### config.mk
export PLATFORM = sky130hd
export DESIGN_NAME = ladder_keypad_debounce
export DESIGN_NICKNAME = d
export VERILOG_FILES = /design/src/design/lkd_pkg.sv /design/src/design/ladder_keypad_debounce.sv /design/src/design/lkd_match.sv /design/src/design/lkd_state.sv
export VERILOG_INCLUDE_DIRS = /design/src /design/src/design
export SDC_FILE = /design/constraint.sdc
export NUM_CORES = 1
export LEC_CHECK = 0
export BUFFER_PORTS_ARGS = -buffer_cell sky130_fd_sc_hd__buf_2
export CORE_MARGIN = 1.5
export CORE_UTILIZATION = 50
export DETAILED_ROUTE_END_ITERATION = 10
export GPL_TIMING_DRIVEN = 1
export PLACE_DENSITY = 0.67
export REMOVE_ABC_BUFFERS = 1
export SLEW_MARGIN = 10
export SYNTH_ARGS = -nofsm -noshare
export SYNTH_HDL_FRONTEND = slang
export SYNTH_SLANG_ARGS = --single-unit
### constraint.sdc
create_clock -name clk -period 7.8 [get_ports clk]
set_input_delay 1.17 -clock clk [delete_from_list [all_inputs] [get_ports clk]]
set_output_delay 1.17 -clock clk [all_outputs]
set_load 0.02 [all_outputs]
### src/design/ladder_keypad_debounce_assert.svh
// Assertion macros shared by the keypad debounce RTL.
`ifndef LADDER_KEYPAD_DEBOUNCE_ASSERT_SVH
`define LADDER_KEYPAD_DEBOUNCE_ASSERT_SVH

`ifndef SYNTH
// Same-cycle implication, sampled on clk, off during reset.
`define LKD_ASSERT_IMPL(lbl, ante, cons) \
    lbl: assert property (@(posedge clk) disable iff (!rst_n) (ante) |-> (cons)) \
        else $error("lkd assertion failed");
// Next-cycle implication, sampled on clk, off during reset.
`define LKD_ASSERT_NEXT(lbl, ante, cons) \
    lbl: assert property (@(posedge clk) disable iff (!rst_n) (ante) |=> (cons)) \
        else $error("lkd assertion failed");
`else
`define LKD_ASSERT_IMPL(lbl, ante, cons)
`define LKD_ASSERT_NEXT(lbl, ante, cons)
`endif

`endif

### src/design/lkd_pkg.sv
// Package: types, constants and helpers of the ladder keypad debouncer.
package lkd_pkg;

    localparam int NUM_BUTTONS = 5;
    localparam int SAMPLE_W    = 12;
    localparam int CNT_W       = 16;
    localparam int EVT_W       = 3;
    localparam int WIN_W       = NUM_BUTTONS * SAMPLE_W;
    localparam int CFG_IDX_W   = 2;
    localparam int CFG_DATA_W  = WIN_W;

    localparam logic [CFG_IDX_W-1:0] REG_WINDOW_LOWS    = 2'd0;
    localparam logic [CFG_IDX_W-1:0] REG_WINDOW_HIGHS   = 2'd1;
    localparam logic [CFG_IDX_W-1:0] REG_DEBOUNCE_LIMIT = 2'd2;

    localparam logic [CNT_W-1:0] LIMIT_RESET = 16'd10;
    localparam logic [EVT_W-1:0] EVT_NONE    = 3'd0;

    typedef logic [NUM_BUTTONS-1:0] btn_vec_t;
    typedef logic [SAMPLE_W-1:0]    sample_t;
    typedef logic [CNT_W-1:0]       count_t;
    typedef logic [EVT_W-1:0]       event_t;
    typedef logic [WIN_W-1:0]       windows_t;

    // Window match result handed from the comparator to the counter bank.
    typedef struct packed {
        logic     any;
        btn_vec_t onehot;
    } hit_t;

    // Button number of a single newly set bit, none otherwise.
    function automatic event_t event_code(input btn_vec_t rose);
        event_t code;
        code = EVT_NONE;
        for (int k = 0; k < NUM_BUTTONS; k++) begin
            if (rose == btn_vec_t'(1 << k))
            begin
                code = EVT_W'(k + 1);
            end
        end
        return code;
    endfunction

endpackage

### src/design/ladder_keypad_debounce.sv
// Top level of the five-button resistor-ladder keypad debouncer.
//
//  channel | handshake                  | payload
//  --------+----------------------------+----------------------------------
//  input   | in_valid / in_stall        | sample (12b)
//  output  | out_valid / out_stall      | pressed_buttons (5b), press_event (3b)
//  config  | cfg_wr_en                  | cfg_index (2b), cfg_data (60b)
//
// One transaction per cycle sustained while out_stall stays low; an accepted sample is
// held in the input register, then compared and counted into the result register.
// Counter state and the result register advance together, in order.
// An output stall holds the result; the input register keeps accepting until it
// holds a sample that cannot move on, then in_stall rises in the same cycle.
// Reset clears handshake state, counters, debounced bits and the config
// registers (limit resets to 10).
module ladder_keypad_debounce (
    input  logic                                clk,
    input  logic                                rst_n,
    input  logic                                in_valid,
    output logic                                in_stall,
    input  lkd_pkg::sample_t                    sample,
    output logic                                out_valid,
    input  logic                                out_stall,
    output lkd_pkg::btn_vec_t                   pressed_buttons,
    output lkd_pkg::event_t                     press_event,
    input  logic                                cfg_wr_en,
    input  logic [lkd_pkg::CFG_IDX_W-1:0]       cfg_index,
    input  logic [lkd_pkg::CFG_DATA_W-1:0]      cfg_data
);
    import lkd_pkg::*;

    // configuration registers
    windows_t lows_reg;
    windows_t highs_reg;
    count_t   limit_reg;

    // input stage
    logic     s1_valid_reg;
    sample_t  sample_reg;

    // result stage
    logic     out_valid_reg;
    btn_vec_t pressed_reg;
    event_t   event_reg;

    logic     advance;
    logic     in_take;
    hit_t     hit;
    btn_vec_t bits_next;
    btn_vec_t rose;

    // The input stage moves into the result register when the latter is free
    // or is being drained this cycle.
    assign advance  = s1_valid_reg && (!out_valid_reg || !out_stall);
    assign in_stall = s1_valid_reg && !advance;
    assign in_take  = in_valid && !in_stall;

    always_ff @(posedge clk or negedge rst_n)
    begin
        if (!rst_n)
        begin
            lows_reg  <= '0;
            highs_reg <= '0;
            limit_reg <= LIMIT_RESET;
        end
        else if (cfg_wr_en)
        begin
            unique case (cfg_index)
                REG_WINDOW_LOWS:    lows_reg  <= cfg_data;
                REG_WINDOW_HIGHS:   highs_reg <= cfg_data;
                REG_DEBOUNCE_LIMIT: limit_reg <= cfg_data[CNT_W-1:0];
                default:            ;
            endcase
        end
    end

    always_ff @(posedge clk or negedge rst_n)
    begin
        if (!rst_n)
        begin
            s1_valid_reg <= 1'b0;
        end
        else if (in_take)
        begin
            s1_valid_reg <= 1'b1;
        end
        else if (advance)
        begin
            s1_valid_reg <= 1'b0;
        end
    end

    always_ff @(posedge clk)
    begin
        if (in_take)
        begin
            sample_reg <= sample;
        end
    end

    lkd_match u_match (
        .sample       (sample_reg),
        .window_lows  (lows_reg),
        .window_highs (highs_reg),
        .hit          (hit)
    );

    lkd_state u_state (
        .clk       (clk),
        .rst_n     (rst_n),
        .advance   (advance),
        .hit       (hit),
        .limit     (limit_reg),
        .bits_next (bits_next),
        .rose      (rose)
    );

    always_ff @(posedge clk or negedge rst_n)
    begin
        if (!rst_n)
        begin
            out_valid_reg <= 1'b0;
        end
        else if (advance)
        begin
            out_valid_reg <= 1'b1;
        end
        else if (!out_stall)
        begin
            out_valid_reg <= 1'b0;
        end
    end

    always_ff @(posedge clk)
    begin
        if (advance)
        begin
            pressed_reg <= bits_next;
            event_reg   <= event_code(rose);
        end
    end

    assign out_valid       = out_valid_reg;
    assign pressed_buttons = pressed_reg;
    assign press_event     = event_reg;

    `include "ladder_keypad_debounce_assert.svh"

    // a stall is only raised with a sample waiting
    `LKD_ASSERT_IMPL(a_stall_has_item, in_stall, s1_valid_reg)
    // a waiting sample that cannot move stays put
    `LKD_ASSERT_NEXT(a_s1_hold, s1_valid_reg && !advance,
                     s1_valid_reg && $stable(sample_reg))
    // every moved sample produces a result
    `LKD_ASSERT_NEXT(a_adv_result, advance, out_valid_reg)
    // a press event implies some bit is set in the same result
    `LKD_ASSERT_IMPL(a_evt_has_bit, out_valid_reg && (event_reg != EVT_NONE),
                     pressed_reg != '0)

endmodule

### src/design/lkd_match.sv
// Window comparator: strict bounds, lowest button number wins.
module lkd_match (
    input  lkd_pkg::sample_t  sample,
    input  lkd_pkg::windows_t window_lows,
    input  lkd_pkg::windows_t window_highs,
    output lkd_pkg::hit_t     hit
);
    import lkd_pkg::*;

    btn_vec_t in_win;

    always_comb
    begin
        for (int k = 0; k < NUM_BUTTONS; k++) begin
            in_win[k] = (window_lows[k*SAMPLE_W +: SAMPLE_W] < sample) &&
                        (sample < window_highs[k*SAMPLE_W +: SAMPLE_W]);
        end
    end

    // priority select
    always_comb
    begin
        hit.any    = 1'b0;
        hit.onehot = '0;
        for (int k = 0; k < NUM_BUTTONS; k++) begin
            if (in_win[k] && !hit.any)
            begin
                hit.onehot[k] = 1'b1;
                hit.any       = 1'b1;
            end
        end
    end

endmodule

### src/design/lkd_state.sv
// Counter bank and debounced state bits.
module lkd_state (
    input  logic              clk,
    input  logic              rst_n,
    input  logic              advance,
    input  lkd_pkg::hit_t     hit,
    input  lkd_pkg::count_t   limit,
    output lkd_pkg::btn_vec_t bits_next,
    output lkd_pkg::btn_vec_t rose
);
    import lkd_pkg::*;

    count_t   cnt_reg [NUM_BUTTONS];
    count_t   cnt_next [NUM_BUTTONS];
    btn_vec_t bits_reg;

    always_comb
    begin
        count_t c_inc;
        for (int k = 0; k < NUM_BUTTONS; k++) begin
            c_inc = (cnt_reg[k] >= limit) ? limit : cnt_reg[k] + 16'd1;
            if (!hit.any)
            begin
                cnt_next[k]  = '0;
                bits_next[k] = 1'b0;
            end
            else if (hit.onehot[k])
            begin
                cnt_next[k]  = c_inc;
                bits_next[k] = (c_inc >= limit);
            end
            else
            begin
                cnt_next[k]  = cnt_reg[k];
                bits_next[k] = bits_reg[k];
            end
        end
    end

    assign rose = bits_next & ~bits_reg;

    always_ff @(posedge clk or negedge rst_n)
    begin
        if (!rst_n)
        begin
            bits_reg <= '0;
            for (int k = 0; k < NUM_BUTTONS; k++) begin
                cnt_reg[k] <= '0;
            end
        end
        else if (advance)
        begin
            bits_reg <= bits_next;
            for (int k = 0; k < NUM_BUTTONS; k++) begin
                cnt_reg[k] <= cnt_next[k];
            end
        end
    end

    `include "ladder_keypad_debounce_assert.svh"

    // only the hit button can gain its bit on one update
    `LKD_ASSERT_NEXT(a_one_rise, advance, $countones(bits_reg & ~$past(bits_reg)) <= 1)
    // a miss clears every bit
    `LKD_ASSERT_NEXT(a_miss_clears, advance && !hit.any, bits_reg == '0)
    // a hit leaves the other buttons' bits alone
    `LKD_ASSERT_IMPL(a_hit_keeps_others, advance && hit.any,
                     (bits_next & ~hit.onehot) == (bits_reg & ~hit.onehot))

endmodule

==> results.cfg, run 1 <==
[status]
status = finished, final reports clean

[sta]
fin_ws_ns = 2.681
rsz0062_at_grt = false
setup_viol = 0
finalHoldViolCount = 0
slew_headroom_pct = 16.12
worst_slew_pin_slew_ns = 1.254
fin_crit_ns = 5.119
fmaxAchievable_mhz = 195.3
finalCritPeriodShare_pct = 65.63
skew_ns = 0.04213
finalSetupTns_ns = 0
drv_slew = 0

[clock_network]
clk_latency_ns = 0.57
cts.sinks = 243
cts_made_buffers = 28
cts_hold_buf = 0
clk_pin_slew_ns = 0.06
cts_tree = built
cts_resized = 0
clk_path_buf_depth = 3
htreeDepth = 1
postCtsSetupBuffers = 0
clockRootBuffer = clkbuf_16

[die]
std_cell_rows = 67
die_area_um2 = 35780
core_area_um2 = 33780
die_y_um = 189.2
io_pins = 89
fp.dieW_um = 189.2
start_util_pct = 51.29

[setup_path]
path_buf_inv = 0
cp.required_ns = 8.08
critPathTopFamily = compound AO/OA/AOI/OAI gates
crit_chain = ha_1, nand2b_1, a21o_1, a211oi_1, o21bai_1, a2111oi_0, o221a_2, mux2_2, ha_1, o21ai_0, a21oi_1, nor3_1, o21bai_1, a2111oi_0, o21ai_0, nand4_1, o221ai_1
crit_arrival_ns = 5.40
cp_max_fo = 16
path_class = register to register
slowest_stage = dfrtp_1
worst_setup_path_end_kind = register
critPathLaunchType = register
r2r_slack_ns = 2.68
slowest_delay_ns = 0.73

[route]
wire_per_inst_um = 19.67
drtIter0Drc = 703
drt_first_pass_iters = 6
top_layer = met5
wl_met1_mm = 19.30
wl_met3_mm = 1.563
wl_met2_mm = 21.48
drtAntennaViolNets = 0
drc = 0
dr_total_vias = 13090
finalWirelength_mm = 43.93
viasPerCell = 5.863

[logic_synthesis]
ys_types = 70
ys_ff_latch = 243
synth.area.top_cells = dfrtp_1 32%, ha_1 20%, mux2_2 10%
synth.avg_cell_area_um2 = 10.34
syn_area_um2 = 17330
ys_warn_count = 0
synth-edff-count = 20
yosysTopAreaCell = dfrtp_1
async_flop_share_pct = 91.77
synthFlopType = dfrtp_1
synth_top_area_share_pct = 31.92
synth_cells = 1676
seq_area_frac_synth_pct = 35.69

[final_layout]
layout-area-overhead-vs-synth_pct = 11.47
final_cell_area_um2 = 19310
final_nets = 2115
drive_gt1_share_pct = 19.07
largest_reg_flops = 80
utilization_pct = 57.17

[placed_design]
portBuffers = 88
place_ws_ns = 2.735
dp_hpwl_mm = 31.41
dpl_cell_area_um2 = 18240
routabilityCongestion = 0.8362

[pwr]
total_power_uw = 6123
peakVddDrop_mv = 0.2142
p_comb_share_pct = 43.9
p_clk_share_pct = 24.6
swShare_pct = 38.88
p_sw_uw = 2381
power.density_nw_per_um2 = 317.0
p_leak_uw = 0.009267
p_seq_share_pct = 31.5
intPower_uw = 3742

[global_route]
grt_pass1_wl_mm = 71.04
grt_max_degree = 84
first_global_vias = 13370
grt_use_total_pct = 24.99
grt.overflow.total = 0
antenna_found_initial = 4

[job]
max-cap-violations = 0

[min_path]
hp-class = register to register
path summary, 6_finish.rpt:
check | end | depth (start not counted) | startpoint
worst max-delay path | press_event[0]$_SDFFCE_PN1P_ | 17 | limit_reg[0]$_DFFE_PN0P_
worst min-delay path | lows_reg[12]$_DFFE_PN0P_ | 1 | lows_reg[12]$_DFFE_PN0P_
worst max register to register | press_event[0]$_SDFFCE_PN1P_ | 17 | limit_reg[0]$_DFFE_PN0P_
worst min register to register | lows_reg[12]$_DFFE_PN0P_ | 1 | lows_reg[12]$_DFFE_PN0P_
max in group asynchronous | lows_reg[28]$_DFFE_PN0P_ | 2 | rst_n
min in group asynchronous | u_state.cnt_reg[61]$_DFFE_PN0P_ | 1 | rst_n
power groups by stage:
stage	sequential [µW]	clock, µW	combinational [µW]
2_1_floorplan	1840	0	1990
6_report	1930	1510	2690
5_1_grt	1970	1580	3050
3_5_place_dp	1940	0	2670
4_1_cts	1920	1530	2690
3_3_place_gp	1930	0	2560
through the flow:
stage,std cells,hold slack [ns]
3_5_place_dp,2179,0.4846
5_1_grt,2231,0.5114
3_3_place_gp,2179,0.4783
2_1_floorplan,1628,0.4564
4_1_cts,2231,0.5020
6_report,2233,0.4991
final cells by class:
class	count	area [µm²]
Antenna cell	2	5.005
Clock buffer	36	760.7
Clock inverter	16	305.3
Fill cell	2867	14470
Inverter	99	371.6
Multi-Input combinational cell	1286	10570
Sequential cell	243	6183
Tap cell	448	560.5
Timing Repair Buffer	103	563.0
cells in the mapped netlist, types with 9 or more instances:
| master | number |
|---|---|
| edfxtp_1 | 20 |
| a22oi_1 | 15 |
| o2bb2ai_1 | 20 |
| o21ai_2 | 9 |
| nand4_1 | 48 |
| mux2i_1 | 43 |
| o21ai_0 | 54 |
| a22o_1 | 15 |
| xor2_1 | 25 |
| ha_1 | 275 |
| nor2b_1 | 17 |
| nand3_1 | 42 |
| a21oi_1 | 105 |
| inv_1 | 98 |
| a21o_1 | 44 |
| a211oi_1 | 22 |
| o21a_1 | 9 |
| and3_1 | 15 |
| xnor2_1 | 43 |
| nor3_1 | 10 |
| nor2_1 | 104 |
| dfrtp_1 | 221 |
| nand2_1 | 101 |
| clkbuf_1 | 25 |
| nand2b_1 | 18 |
| mux2_2 | 158 |
cells by family (layout without fill, tap and decap cells):
logic type                 count (synthesis)  count (layout)  share of synthesized area (%)
and+or+nand+nor                          398             398                          11.61
DFF                                      243             243                          35.69
xor gates and xnor gates                  68              68                          3.437
AOI/OAI and AO/OA                        344             344                          13.11
buffers and inverters                    147             254                          3.546
other                                      0               2                              0
adders and majority gates                275             275                          19.86
muxes                                    201             201                          12.75
layout by cell type (no fill, tap or decap), drive strengths merged, types with 8 or more instances in the layout:
master and count:
ha 275, dfrtp 221, mux2 158, a21oi 105, nor2 104, buf 103, nand2 101, inv 98
o21ai 71, nand4 48, a21o 44, mux2i 43, xnor2 43, nand3 42, clkbuf 36, xor2 25
a211oi 24, o2bb2ai 20, edfxtp 20, nand2b 19, nor2b 18, and3 15, a22oi 15, a22o 15
nor3 12, o21a 9, clkinv 9, bufinv 8
routing by layer:
| layer | vias up | track usage, % |
|---|---|---|
| met5 | - | 0 |
| met3 | 81 | 2.947 |
| met4 | 2 | 8.547 |
| met2 | 251 | 44.03 |
| met1 | 6412 | 31.68 |
| li1 | 6345 | - |
Note: power is estimated with default switching activity, not from simulation.
==> run 2: changes to the inputs <==
--- a/config.mk
+++ b/config.mk
@@ -11,7 +11,7 @@
 export CORE_UTILIZATION = 50
 export DETAILED_ROUTE_END_ITERATION = 10
 export GPL_TIMING_DRIVEN = 1
-export PLACE_DENSITY = 0.67
+export PLACE_DENSITY = 0.7
 export REMOVE_ABC_BUFFERS = 1
 export SLEW_MARGIN = 10
 export SYNTH_ARGS = -nofsm -noshare
==> constraint.sdc (replaced) <==
create_clock -name clk -period 4.33 [get_ports clk]
set_input_delay 0.6495 -clock clk [delete_from_list [all_inputs] [get_ports clk]]
set_output_delay 0.6495 -clock clk [all_outputs]
set_load 0.02 [all_outputs]
==> run 2 against run 1 <==
Net effect:
- largest cell class unchanged
- non-clock buffer count grew 84
- via count grew 4.0%
- maximum frequency up 21%
- die area unchanged
- critical endpoint is now u_state.bits_reg[0]$_DFFE_PN0P_
- first-iteration DRC count rose by 18%
- clock skew rose by 0.0034 ns
- design area rose by 4.3%
- register-to-register slack lost 2.6 ns
- sequential share of layout area fell by 1.3 points
- wire length grew 4.4%
- final cell count grew 3.7%
==> results.cfg, run 2 (synthesized netlist as in run 1, its figures left out) <==
[status]
status = finished, final reports clean

[placed_design]
dp_hpwl_mm = 33.15
dp.cells = 2243
routabilityCongestion = 0.8879
portBuffers = 88

[global_route]
antenna_found_initial = 2
grt_use_total_pct = 25.62
first_global_vias = 13730
grt_pass1_wl_mm = 73.00
grt_max_degree = 101
grt.overflow.total = 0

[setup_path]
critPathLaunchType = register
r2r_slack_ns = 0.09
cp_max_fo = 10
crit_arrival_ns = 4.67
path_class = register to register
worst_setup_path_end_kind = register
cp.required_ns = 4.76

[route]
drtIter0Drc = 832
drtAntennaViolNets = 0
drc = 0
wire_per_inst_um = 19.81
viasPerCell = 5.883
dr_total_vias = 13620
drt_first_pass_iters = 5
finalWirelength_mm = 45.85

[min_path]
hp-class = input port to async pin

[die]
io_pins = 89
std_cell_rows = 67
fp.dieW_um = 189.2
core_area_um2 = 33780
start_util_pct = 51.29
die_y_um = 189.2
die_area_um2 = 35780

[clock_network]
cts_tree = built
cts_made_buffers = 28
clk_latency_ns = 0.58
clk_pin_slew_ns = 0.06
clockRootBuffer = clkbuf_16
cts.sinks = 243
cts_hold_buf = 0
htreeDepth = 1
clk_path_buf_depth = 3

[final_layout]
final_cell_mix = 273 x ha_1, 221 x dfrtp_1, 157 x mux2_2
nFillCells = 2801
seq_area_um2 = 6183
final_nets = 2199
layout-area-overhead-vs-synth_pct = 16.23
drive_gt1_share_pct = 24.21
n_antenna_cell = 0
largest_reg_flops = 80
stdcell_count = 2315
multi_input_area_um2 = 10720
layout_commonest_cell = ha_1

[pwr]
power.density_nw_per_um2 = 566.5
p_sw_uw = 4523
swShare_pct = 39.64
peakVddDrop_mv = 0.3915
p_seq_share_pct = 30.1
p_leak_uw = 0.009666
p_clk_share_pct = 21.3
p_comb_share_pct = 48.6
intPower_uw = 6887

[sta]
fin_crit_ns = 4.238
worst_slew_pin_slew_ns = 0.9921
finalSetupTns_ns = 0
setup_viol = 0
skew_ns = 0.04551
finalHoldViolCount = 0
slew_headroom_pct = 33.57
drv_slew = 0
rsz0062_at_grt = true
finalCritPeriodShare_pct = 97.88
fmaxAchievable_mhz = 236.0

[job]
max-cap-violations = 0
==> run 2: final cells by class <==
type | instances | area share, %
multi-input combinational | 1286 | 53.25
sequential | 243 | 30.70
timing repair buffer | 187 | 6.585
clock buffer | 45 | 4.343
tap | 448 | 2.783
inverter | 99 | 1.901
clock inverter | 7 | 0.4349
==> run 2: path summary, 6_finish.rpt <==
check                                                  endpoint  depth (start not counted)                startpoint
worst max-delay path            u_state.bits_reg[0]$_DFFE_PN0P_                         19  limit_reg[1]$_DFFE_PN1P_
worst min-delay path            u_state.cnt_reg[45]$_DFFE_PN0P_                          1                     rst_n
worst max register to register  u_state.bits_reg[0]$_DFFE_PN0P_                         19  limit_reg[1]$_DFFE_PN1P_
worst min register to register         lows_reg[12]$_DFFE_PN0P_                          1  lows_reg[12]$_DFFE_PN0P_
max in group asynchronous                 out_valid$_DFFE_PN0P_                          2                     rst_n
min in group clk                        sample_reg[0]$_DFFE_PP_                          1                 sample[0]
==> run 2: stage by stage <==
stage / power [µW] / cell area, µm² / setup WS, ns / util (%) / hold slack, ns
floorplan: 6908 / 17080 / -1.446 / - / 0.3539
global placement: 8327 / 18810 / 0.02429 / 55.67 / 0.4674
detailed placement: 8578 / 18810 / -0.006898 / 55.67 / 0.4890
CTS: 11120 / 19840 / 0.01082 / 58.73 / 0.08750
global route: 12260 / 20140 / -0.1381 / 59.61 / 0.1074
finish: 11410 / 20140 / 0.09188 / 59.61 / 0.04965
==> run 2: critical path, stage by stage (launching register included) <==
cell       delay, ns
dfstp_2         0.54
inv_2           0.05
buf_6           0.15
ha_1            0.20
a21o_1          0.15
a31oi_1         0.14
o21ai_0         0.13
a2111oi_1       0.36
o21ai_1         0.17
mux2i_1         0.23
ha_1            0.26
nand2b_1        0.14
a21o_1          0.17
a211oi_1        0.24
o21bai_1        0.12
a2111oi_2       0.46
o221ai_2        0.20
buf_4           0.17
mux2i_1         0.14
nor2_1          0.05
==> run 2: metal layers <==
layer	up-vias	part of all wire (%)	GRT usage, %
met3	101	4.3	2.984
met5	-	0.028	0
li1	6489	-	-
met4	2	4.2	10.26
met1	6667	43	32.29
met2	359	49	44.71
==> run 2: power by group through the flow <==
stage	sequential [µW]	combinational [µW]	clock (µW)
2_1_floorplan	3320	3590	0
3_3_place_gp	3420	4900	0
3_5_place_dp	3450	5130	0
4_1_cts	3420	5230	2470
5_1_grt	3510	6190	2560
6_report	3440	5540	2430
==> run 2: repair_timing <==
action                     in CTS  in global routing
pin swaps                       3                 28
gates cloned                    0                  1
setup endpoints to repair       6                 11
resized for setup              10                 46
setup buffers                   5                 14
==> run 3: changes to the inputs <==
--- a/config.mk
+++ b/config.mk
@@ -11,7 +11,7 @@
 export CORE_UTILIZATION = 50
 export DETAILED_ROUTE_END_ITERATION = 10
 export GPL_TIMING_DRIVEN = 1
-export PLACE_DENSITY = 0.7
+export PLACE_DENSITY = 0.67
 export REMOVE_ABC_BUFFERS = 1
 export SLEW_MARGIN = 10
 export SYNTH_ARGS = -nofsm -noshare
==> constraint.sdc (replaced) <==
create_clock -name clk -period 4.99 [get_ports clk]
set_input_delay 0.7485 -clock clk [delete_from_list [all_inputs] [get_ports clk]]
set_output_delay 0.7485 -clock clk [all_outputs]
set_load 0.02 [all_outputs]
==> run 3 against run 2 <==
Net effect:
- largest cell class unchanged
- flip-flop and latch count stayed put
- via count fell by 2.9%
- wire length shrank 3.7%
- worst hold slack better by 0.19 ns
- clock skew shrank 0.0038 ns
- die area did not move
- global-route usage decreased by 0.50 points
- sequential power is 12% lower
- critical path type unchanged
- clock power decreased by 18%
- highest routed layer is now met4
- register-to-register slack better by 0.28 ns
- total power fell by 19%
==> results.cfg, run 3 (synthesized netlist as in run 1, its figures left out) <==
[setup_path]
cp-startpoint = limit_reg[2]$_DFFE_PN0P_
path_buf_inv = 2
critPathLaunchType = register
slowest_stage = a2111oi_0
reg2regPathDepth = 17
regToRegEndpoint = press_event[0]$_SDFFCE_PN1P_
r2r_slack_ns = 0.38
critPathTopFamily = compound AO/OA/AOI/OAI gates
cp.required_ns = 5.28
cp_max_fo = 12
crit_arrival_ns = 4.90
critPathCapture = press_event[0]$_SDFFCE_PN1P_
crit_chain = clkinvlp_4, ha_1, a211oi_1, o21bai_1, a2111oi_0, o221a_2, buf_4, mux2_2, ha_1, a21oi_1, nor2_1, a211oi_1, o21ai_0, nor2_1, o21ai_0, nand4_1, o221ai_1
slowest_delay_ns = 0.42
worst_setup_path_end_kind = register
rr_startpoint = limit_reg[2]$_DFFE_PN0P_
cp_num_cells = 17
path_class = register to register

[min_path]
hp-class = input port to async pin

[final_layout]
stdcell_count = 2257
final_cell_area_um2 = 19360
nFillCells = 2903
layout-area-overhead-vs-synth_pct = 11.75
layout_commonest_cell = ha_1
largest_reg_flops = 80
final_nets = 2141
final_cell_mix = 275 x ha_1, 221 x dfrtp_1, 158 x mux2_2
drive_gt1_share_pct = 20.02

[sta]
fmaxAchievable_mhz = 216.7
slew_headroom_pct = 33.57
drv_slew = 0
setup_viol = 0
finalCritPeriodShare_pct = 92.48
whs_ns = 0.2410
fin_crit_ns = 4.615
finalHoldViolCount = 0
skew_ns = 0.04170
worst_slew_pin_slew_ns = 0.9934

[clock_network]
clk_pin_slew_ns = 0.06
clk_latency_ns = 0.58
cts_made_buffers = 28
clockRootBuffer = clkbuf_16
cts_tree = built
cts.sinks = 243
cts_hold_buf = 0
htreeDepth = 1
clk_path_buf_depth = 3

[die]
core_area_um2 = 33780
fp.dieW_um = 189.2
start_util_pct = 51.29
die_y_um = 189.2
die_area_um2 = 35780
std_cell_rows = 67
io_pins = 89

[job]
max-cap-violations = 0

[route]
drtAntennaViolNets = 0
wl_met3_mm = 2.252
drt_first_pass_iters = 5
drc = 0
viasPerCell = 5.858
finalWirelength_mm = 44.13
wire_per_inst_um = 19.55
dr_total_vias = 13220
wl_met2_mm = 20.72
wl_met1_mm = 19.33
drtIter0Drc = 799
top_layer = met4

[placed_design]
routabilityCongestion = 0.8786
dp.cells = 2205
dp_hpwl_mm = 32.40
portBuffers = 88
dpl_cell_area_um2 = 18450

[global_route]
grt_max_degree = 112
grt_pass1_wl_mm = 71.18
grt_use_total_pct = 25.12
grt.overflow.total = 0
antenna_found_initial = 1
first_global_vias = 13390

[status]
status = finished, final reports clean

[pwr]
peakVddDrop_mv = 0.3276
power.density_nw_per_um2 = 479.5
p_leak_uw = 0.009317
[run 3: cell count changes in the layout (fill, tap and decap cells not counted), sizes merged]
| cell | previous run | this run |
|---|---|---|
| diode | 0 | 1 |
| inv | 95 | 97 |
| clkinv | 6 | 12 |
| clkbuf | 45 | 40 |
| buf | 187 | 129 |
| clkinvlp | 4 | 1 |
| bufinv | 1 | 0 |
[run 3: worst reg2reg max path, cell delays in order (launching register included)]
cell and delay [ns]:
dfrtp_1 0.40, clkinvlp_4 0.34, ha_1 0.41, a211oi_1 0.20, o21bai_1 0.12, a2111oi_0 0.42, o221a_2 0.37, buf_4 0.27
mux2_2 0.38, ha_1 0.29, a21oi_1 0.16, nor2_1 0.07, a211oi_1 0.20, o21ai_0 0.10, nor2_1 0.11, o21ai_0 0.18
nand4_1 0.21, o221ai_1 0.13
[run 3: worst min path at each step]
stage,from,end,slack [ns]
after detailed placement,s1_valid_reg$_DFFE_PN0P_,out_valid$_DFFE_PN0P_,0.48
after global routing,rst_n,limit_reg[8]$_DFFE_PN0P_,0.31
after floorplan,rst_n,highs_reg[0]$_DFFE_PN0P_,0.45
final,rst_n,u_state.cnt_reg[37]$_DFFE_PN0P_,0.24
after CTS,rst_n,limit_reg[8]$_DFFE_PN0P_,0.28
after global placement,s1_valid_reg$_DFFE_PN0P_,out_valid$_DFFE_PN0P_,0.48
[run 3: what timing repair did]
item / 4_1_cts / 5_1_grt
gates resized for setup: 0 / 3
setup buffers: 0 / 0
hold endpoints to repair: 0 / 0
endpoints found under the setup margin: 0 / 4
[run 3: per-layer routing]
metal	global-route usage (%)	vias to the layer above
li1	-	6402
met1	32.73	6406
met2	41.60	323
met3	3.892	90
met4	10.56	0
met5	0	-
[run 3: power breakdown]
part	leakage [µW]	total (µW)	switching, µW	internal [µW]
registers	0.00293	3010	530	2480
clock network	0.000450	2000	850	1150
logic	0.00594	4280	2340	1940
[run 3: layout make-up]
cell class	count	area (µm²)	area share (%)
inverters	99	375.4	1.939
clock inverters	11	76.32	0.3942
multi-input cells	1286	10570	54.57
clock buffers	40	827.0	4.271
well taps	448	560.5	2.895
diodes	1	2.502	0.01292
flip-flops and latches	243	6183	31.94
repair buffers	129	770.7	3.981
[run 3: metrics by stage]
step / worst slack [ns] / power, µW / util, % / setup TNS, ns
floorplan: -0.8850 / 5994 / - / -53.10
detailed placement: 0.3950 / 7272 / 54.61 / 0
CTS: 0.3774 / 9310 / 57.29 / 0
finish: 0.3751 / 9284 / 57.31 / 0
global placement: 0.4758 / 7087 / 54.61 / 0
global route: -0.001802 / 10050 / 57.31 / -0.001802
